--- config.mk ---
export PLATFORM = sky130hd
export DESIGN_NAME = half_bfloat_single_converter
export DESIGN_NICKNAME = d
export VERILOG_FILES = /design/src/rtl/hbsc_pkg.sv /design/src/rtl/hbsc_convert.sv /design/src/rtl/half_bfloat_single_converter.sv
export VERILOG_INCLUDE_DIRS = /design/src /design/src/rtl
export SDC_FILE = /design/constraint.sdc
export NUM_CORES = 1
export LEC_CHECK = 0
export ABC_AREA = 1
export BUFFER_PORTS_ARGS = -buffer_cell sky130_fd_sc_hd__buf_2
export CAP_MARGIN = 20
export CORE_MARGIN = 3
export CORE_UTILIZATION = 35
export DETAILED_ROUTE_END_ITERATION = 8
export PLACE_DENSITY = 0.66
export SYNTH_ARGS = -nofsm -noshare
export SYNTH_HDL_FRONTEND = slang
export SYNTH_HIERARCHICAL = 1
export SYNTH_SLANG_ARGS = --single-unit
--- constraint.sdc ---
create_clock -name clock -period 6.6 [get_ports clock]
set_input_delay 0.33 -clock clock [delete_from_list [all_inputs] [get_ports clock]]
set_output_delay 0.33 -clock clock [all_outputs]
set_load 0.05 [all_outputs]
--- src/rtl/assert_macros.svh ---
// Assertion macros for the RTL.
// Each macro takes a label, clock, reset, antecedent, consequent and message.
// Without SYNTHESIS they expand to concurrent assertions; otherwise they vanish.
`ifndef ASSERT_MACROS_SVH
`define ASSERT_MACROS_SVH

`ifndef SYNTHESIS

// Same-cycle implication.
`define ASSERT_IMPLIES(label, clk, rst, ante, cons, msg) \
   label: assert property (@(posedge clk) disable iff (rst) (ante) |-> (cons)) \
      else $error(msg);

// Next-cycle implication.
`define ASSERT_NEXT(label, clk, rst, ante, cons, msg) \
   label: assert property (@(posedge clk) disable iff (rst) (ante) |=> (cons)) \
      else $error(msg);

`else

`define ASSERT_IMPLIES(label, clk, rst, ante, cons, msg)
`define ASSERT_NEXT(label, clk, rst, ante, cons, msg)

`endif

`endif

--- src/rtl/hbsc_pkg.sv ---
package hbsc_pkg;

   typedef logic [1:0] action_type;

   // Conversion actions
   localparam action_type ACT_HALF_TO_SINGLE = 2'd0;
   localparam action_type ACT_SINGLE_TO_HALF = 2'd1;
   localparam action_type ACT_BF16_TO_SINGLE = 2'd2;
   localparam action_type ACT_SINGLE_TO_BF16 = 2'd3;

   // Half format constants
   localparam logic [4:0]  HALF_EXP_MAX  = 5'h1F;
   localparam logic [14:0] HALF_INF_BITS = 15'h7C00;
   localparam logic [14:0] HALF_NAN_BITS = 15'h7C01;

   // Single format constants
   localparam logic [7:0]  SINGLE_EXP_MAX = 8'hFF;

   // Exponent rebias between formats (127 - 15)
   localparam logic [7:0]  EXP_REBIAS     = 8'd112;
   // Subnormal half exponent base (rebias + 1)
   localparam logic [7:0]  SUB_EXP_BASE   = 8'd113;
   // Single exponents below this flush to signed zero in half
   localparam logic [7:0]  SUB_EXP_FLOOR  = 8'd102;
   // Single exponents at or above this overflow half
   localparam logic [7:0]  OVF_EXP_LIMIT  = 8'd143;

endpackage

--- src/rtl/hbsc_convert.sv ---
module hbsc_convert
   import hbsc_pkg::*;
(
   input  action_type  action,
   input  logic [31:0] value,
   output logic [31:0] result
);

   // Left shifts that bring the leading one of a nonzero 10-bit mantissa to bit 10
   function automatic logic [3:0] lead_shift(input logic [9:0] m);
      logic [3:0] n;
      n = 4'd11;
      for (int i = 0; i < 10; i++) begin
         if (m[i]) begin
            n = 4'(10 - i);
         end
      end
      return n;
   endfunction

   logic        h_sign;
   logic [4:0]  h_exp;
   logic [9:0]  h_man;
   logic [3:0]  h_shift;
   logic [10:0] h_wide;
   logic [7:0]  h_sub_exp;
   logic [31:0] h2s;

   logic        s_sign;
   logic [7:0]  s_exp;
   logic [22:0] s_full;
   logic [9:0]  s_man;
   logic [3:0]  s_shift;
   logic [10:0] s_sub;
   logic [4:0]  s_half_exp;
   logic [15:0] s2h;

   // Half to single: normalize subnormals with a leading-zero count
   always_comb begin
      h_sign    = value[15];
      h_exp     = value[14:10];
      h_man     = value[9:0];
      h_shift   = lead_shift(h_man);
      h_wide    = {1'b0, h_man} << h_shift;
      h_sub_exp = SUB_EXP_BASE - {4'd0, h_shift};
      if (h_exp == 5'd0) begin
         if (h_man == 10'd0) begin
            h2s = {h_sign, 31'd0};
         end else begin
            h2s = {h_sign, h_sub_exp, h_wide[9:0], 13'd0};
         end
      end else if (h_exp == HALF_EXP_MAX) begin
         h2s = {h_sign, SINGLE_EXP_MAX, h_man, 13'd0};
      end else begin
         h2s = {h_sign, {3'd0, h_exp} + EXP_REBIAS, h_man, 13'd0};
      end
   end

   // Single to half: truncate, shift into subnormals, flush or saturate
   always_comb begin
      s_sign     = value[31];
      s_exp      = value[30:23];
      s_full     = value[22:0];
      s_man      = value[22:13];
      s_shift    = 4'(SUB_EXP_BASE - s_exp);
      s_sub      = {1'b1, s_man} >> s_shift;
      s_half_exp = 5'(s_exp - EXP_REBIAS);
      if (s_exp == SINGLE_EXP_MAX) begin
         if (s_full != 23'd0) begin
            s2h = {s_sign, HALF_NAN_BITS};
         end else begin
            s2h = {s_sign, HALF_INF_BITS};
         end
      end else if (s_exp < SUB_EXP_FLOOR) begin
         s2h = {s_sign, 15'd0};
      end else if (s_exp < SUB_EXP_BASE) begin
         s2h = {s_sign, 5'd0, s_sub[9:0]};
      end else if (s_exp >= OVF_EXP_LIMIT) begin
         s2h = {s_sign, HALF_INF_BITS};
      end else begin
         s2h = {s_sign, s_half_exp, s_man};
      end
   end

   // Select the requested conversion
   always_comb begin
      case (action)
         ACT_HALF_TO_SINGLE: result = h2s;
         ACT_SINGLE_TO_HALF: result = {16'd0, s2h};
         ACT_BF16_TO_SINGLE: result = {value[15:0], 16'd0};
         default:            result = {16'd0, value[31:16]};
      endcase
   end

endmodule

--- src/rtl/half_bfloat_single_converter.sv ---
// Converter between half, bfloat16 and single precision bit patterns.
// Request channel (req_valid/req_ready): req_action selects half to single,
// single to half, bfloat16 to single or single to bfloat16; req_value holds
// the operand, sixteen-bit sources in bits 15..0.
// Response channel (rsp_valid/rsp_ready): rsp_result holds the converted
// word, sixteen-bit results in bits 15..0 with the upper half zero.
// Every request gives exactly one response, in order.
// A transaction accepted on the request channel is registered at the input,
// converted by the combinational conversion logic and captured in the result
// register that drives rsp_result. Throughput is one transaction per cycle
// while rsp_ready stays high, set by the two-register pipeline.
// When the receiver stalls, the result register holds its transaction and
// the input register still fills; req_ready drops only once both are full.
// Synchronous active-high reset empties both registers; req_ready is high
// right after reset.
module half_bfloat_single_converter
   import hbsc_pkg::*;
(
   input  logic        clock,
   input  logic        reset,
   input  logic        req_valid,
   output logic        req_ready,
   input  action_type  req_action,
   input  logic [31:0] req_value,
   output logic        rsp_valid,
   input  logic        rsp_ready,
   output logic [31:0] rsp_result
);

`include "assert_macros.svh"

   logic        in_valid_ff;
   action_type  in_action_ff;
   logic [31:0] in_value_ff;
   logic        out_valid_ff;
   logic [31:0] out_result_ff;
   logic [31:0] out_result_in;
   logic        out_ready;
   logic        in_load;
   logic        out_load;

   // Advance a stage when the one after it is empty or draining
   assign out_ready = !out_valid_ff || rsp_ready;
   assign req_ready = !in_valid_ff || out_ready;
   assign in_load   = req_valid && req_ready;
   assign out_load  = in_valid_ff && out_ready;

   // Input register
   always_ff @(posedge clock) begin
      if (reset) begin
         in_valid_ff <= 1'b0;
      end else if (req_ready) begin
         in_valid_ff <= req_valid;
      end
   end

   always_ff @(posedge clock) begin
      if (in_load) begin
         in_action_ff <= req_action;
         in_value_ff  <= req_value;
      end
   end

   // Conversion logic
   hbsc_convert u_convert (
      .action (in_action_ff),
      .value  (in_value_ff),
      .result (out_result_in)
   );

   // Result register
   always_ff @(posedge clock) begin
      if (reset) begin
         out_valid_ff <= 1'b0;
      end else if (out_ready) begin
         out_valid_ff <= in_valid_ff;
      end
   end

   always_ff @(posedge clock) begin
      if (out_load) begin
         out_result_ff <= out_result_in;
      end
   end

   assign rsp_valid  = out_valid_ff;
   assign rsp_result = out_result_ff;

   // Checks on the pipeline
   `ASSERT_NEXT(a_accept_fills, clock, reset, in_load, in_valid_ff,
                "accepted transaction not held in input register")
   `ASSERT_NEXT(a_stall_keeps, clock, reset, in_valid_ff && !out_ready, in_valid_ff,
                "input transaction dropped while stalled")
   `ASSERT_NEXT(a_advance, clock, reset, out_load, out_valid_ff,
                "converted transaction not captured")
   `ASSERT_NEXT(a_narrow_upper, clock, reset,
                out_load && (in_action_ff == ACT_SINGLE_TO_HALF ||
                             in_action_ff == ACT_SINGLE_TO_BF16),
                rsp_result[31:16] == 16'd0,
                "sixteen-bit result has nonzero upper half")

endmodule

==> metrics.yaml <==
power_and_ir_drop:
  swShare: 0.2844
  p_leak_uw: 0.001828
  p_clk_frac: 0.346
  seq_power_share: 0.489
  max-vdd-ir-drop_mv: 0.08921
  power_frac_comb: 0.165
  power_uw: 1066
  switchingPower_uw: 303.2
  internal_power_uw: 763.0
  powerDensity_nw_per_um2: 243.3
sta:
  post-route-min-period_ns: 2.551
  skew_ns: 0.01270
  finalSetupTns_ns: 0
  drv_slew: 0
  hold_viol_final: 0
  final.setup.worst_slack_ns: 4.049
  rsz0062_at_grt: "no"
  fmax_mhz: 392.0
  setup_viol: 0
  fin_crit_sh: 0.3865
  worst_pin_slew_ns: 0.8495
  slew-limit-headroom: 0.4299
hold_path:
  hp-class: "in -> reg"
logic_synthesis:
  synth_edf_count: 66
  netlist_area_um2: 3666
  yosysWarnings: 6
  synth_area_per_cell_um2: 9.234
  syn-num-nets: 437
  synth.top_cell.area_share: 0.5406
  syn_inst: 397
  ys_types: 40
  yosysMostFrequentCell: "nand2_1"
  ys_ff_latch: 68
  yosysTopAreaCell: "edfxtp_1"
  postSynth.asyncResetShare: 0
  synthTopCellsByCount: "nand2_1, edfxtp_1, inv_1, o21ai_0, nand3_1"
  yosys-top-cells-area: "edfxtp_1, nand2_1, o21ai_0"
  yosysSeqAreaShare: 0.5515
  synthFlopType: "edfxtp_1"
placed_design:
  hpwl_mm: 6.908
  port_buffers: 71
  place_area_um2: 4146
  gp_congestion: 0.9458
  dp_slack_ns: 4.154
clock_tree:
  path_clk_slew_ns: 0.08
  numCtsBuffers: 9
  clockBufferDepth: 2
  htreeDepth: 3
  post_cts_resized: 0
  cts_setup_buffers: 0
  cts_tree: "built"
  numClockSinks: 68
  hold_buffers: 0
  clk_latency_ns: 0.35
  root_buffer: "clkbuf_8"
floorplan:
  core_area_um2: 10000
  dieArea_um2: 11740
  rows: 36
  die_w_um: 108.3
  pin_count: 72
  initial_utilization: 0.3666
  die_y_um: 108.3
drt:
  top_layer_used: "met4"
  first_pass_iters: 5
  drt_wl_total_mm: 9.184
  drc: 0
  drt_iter0_drc: 440
  wl_met3_um: 645
  wire_per_inst_um: 15.08
  ant_nets: 0
  dr_wl_met2_mm: 3.692
  viasPerCell: 5.122
  met1Wirelength_mm: 4.672
  vias: 3119
cells_and_area:
  finalInstanceArea_um2: 4382
  insertedDiodeCount: 0
  drive_above_1_share: 0.2458
  fin_nets: 511
  areaGrowthSynthToFinish_pct: 19.52
setup_path:
  crit_required_ns: 6.68
  rrSetupSlack_ns: 4.05
  crit_start: "in_value_ff[24]"
  crit_type: "reg -> reg"
  cp_slowest_stage_delay_ns: 0.61
  endpoint_kind: "register"
  cp.arrival_ns: 2.63
  path_common_cell: "inv_1"
  crit_path_end: "rsp_result[2]"
  rr_worst_depth: 10
  cp-start-kind: "register"
  r2r_start: "in_value_ff[24]"
  crit_slowest_cell: "edfxtp_1"
  cp_max_fo: 13
  reg2reg_to: "rsp_result[2]"
  path_cells: "inv_1 -> ha_1 -> xor2_1 -> inv_1 -> nor2_1 -> inv_1 -> o21ai_0 -> o21ai_0 -> nand3_1 -> o21ai_1"
flow_run:
  cap_violations: 0
grt:
  grt_pass1_wl_mm: 14.63
  antenna_found_initial: 0
  grt_start_max_net_pins: 35
  grt_usage: 0.1616
  grt-ovfl-total: 0
  grt_pass1_vias: 2874
status:
  status: "finished, final reports clean"
-- how the worst min path moves through the flow --
stage / cells past startpoint / from / to
2_1_floorplan: 1 / reset / in_valid_ff
3_3_place_gp: 2 / in_valid_ff / in_valid_ff
3_5_place_dp: 2 / in_valid_ff / in_valid_ff
4_1_cts: 2 / reset / in_valid_ff
5_1_grt: 1 / req_action[0] / in_action_ff[0]
6_report: 2 / reset / in_valid_ff
-- final cells by class --
class	count	area, um^2
clock inverters	7	91.34
repair buffers	73	382.9
multi-input cells	266	1396
clock buffers	9	123.9
well taps	133	166.4
fillers	998	5618
inverters	53	198.9
flip-flops and latches	68	2022
-- cell families after synthesis --
logic type	Yosys count	synth area share
flops	68	0.5515
buf+inv	63	0.07065
xor+xnor	1	0.002390
mux	2	0.005461
simple gates	155	0.1949
fa+ha+maj	2	0.006825
compound gates	106	0.1683
-- sequential cells by signal, indices dropped and copies added (netlist names) --
name          flops
in_value_ff      32
in_action_ff      2
in_valid_ff       1
rsp_valid         1
rsp_result       32
-- routing by layer --
layer	vias to the layer above	GRT usage
met5	-	0
met4	0	0.05951
met3	13	0.03701
met2	120	0.2202
met1	1441	0.2477
li1	1545	-
-- critical path: cells and delay by family (launching register included) --
family | cells | cell delay [ns]
adder cells (fa/ha/maj) | 1 | 0.28
flip-flops | 1 | 0.61
AND/OR/NAND/NOR | 2 | 0.30
buffers and inverters | 3 | 0.54
XOR/XNOR | 1 | 0.22
AO/OA/AOI/OAI | 3 | 0.34
-- power by group through the flow --
stage	Sequential, uW	Clock (uW)	Combinational, uW
final	522	369	176
after global routing	524	393	193
after detailed placement	531	0	171
after CTS	522	378	172
after global placement	531	0	174
after floorplan	561	0	93.4
-- through the flow --
step | util | instances | hold slack (ns)
final | 0.4382 | 609 | 0.1439
after global routing | 0.4382 | 609 | 0.1419
after CTS | 0.4362 | 608 | 0.1280
after detailed placement | 0.4147 | 592 | 0.4958
after global placement | 0.4147 | 592 | 0.4824
after floorplan | - | 397 | 0.3924
-- placed cells by master, fill, tap and decap left out, types with 4 or more instances in the layout --
cell and n:
nand2_1 90, buf_2 71, edfxtp_1 66, inv_1 46, o21ai_0 45, nand3_1 21, nor2_1 18, a21oi_1 17
o21ai_1 15, clkbuf_8 9, o22ai_1 7, inv_2 6, nand3_2 4, nand2_2 4, nor3_1 4
Power figures use the tool's default switching activity.
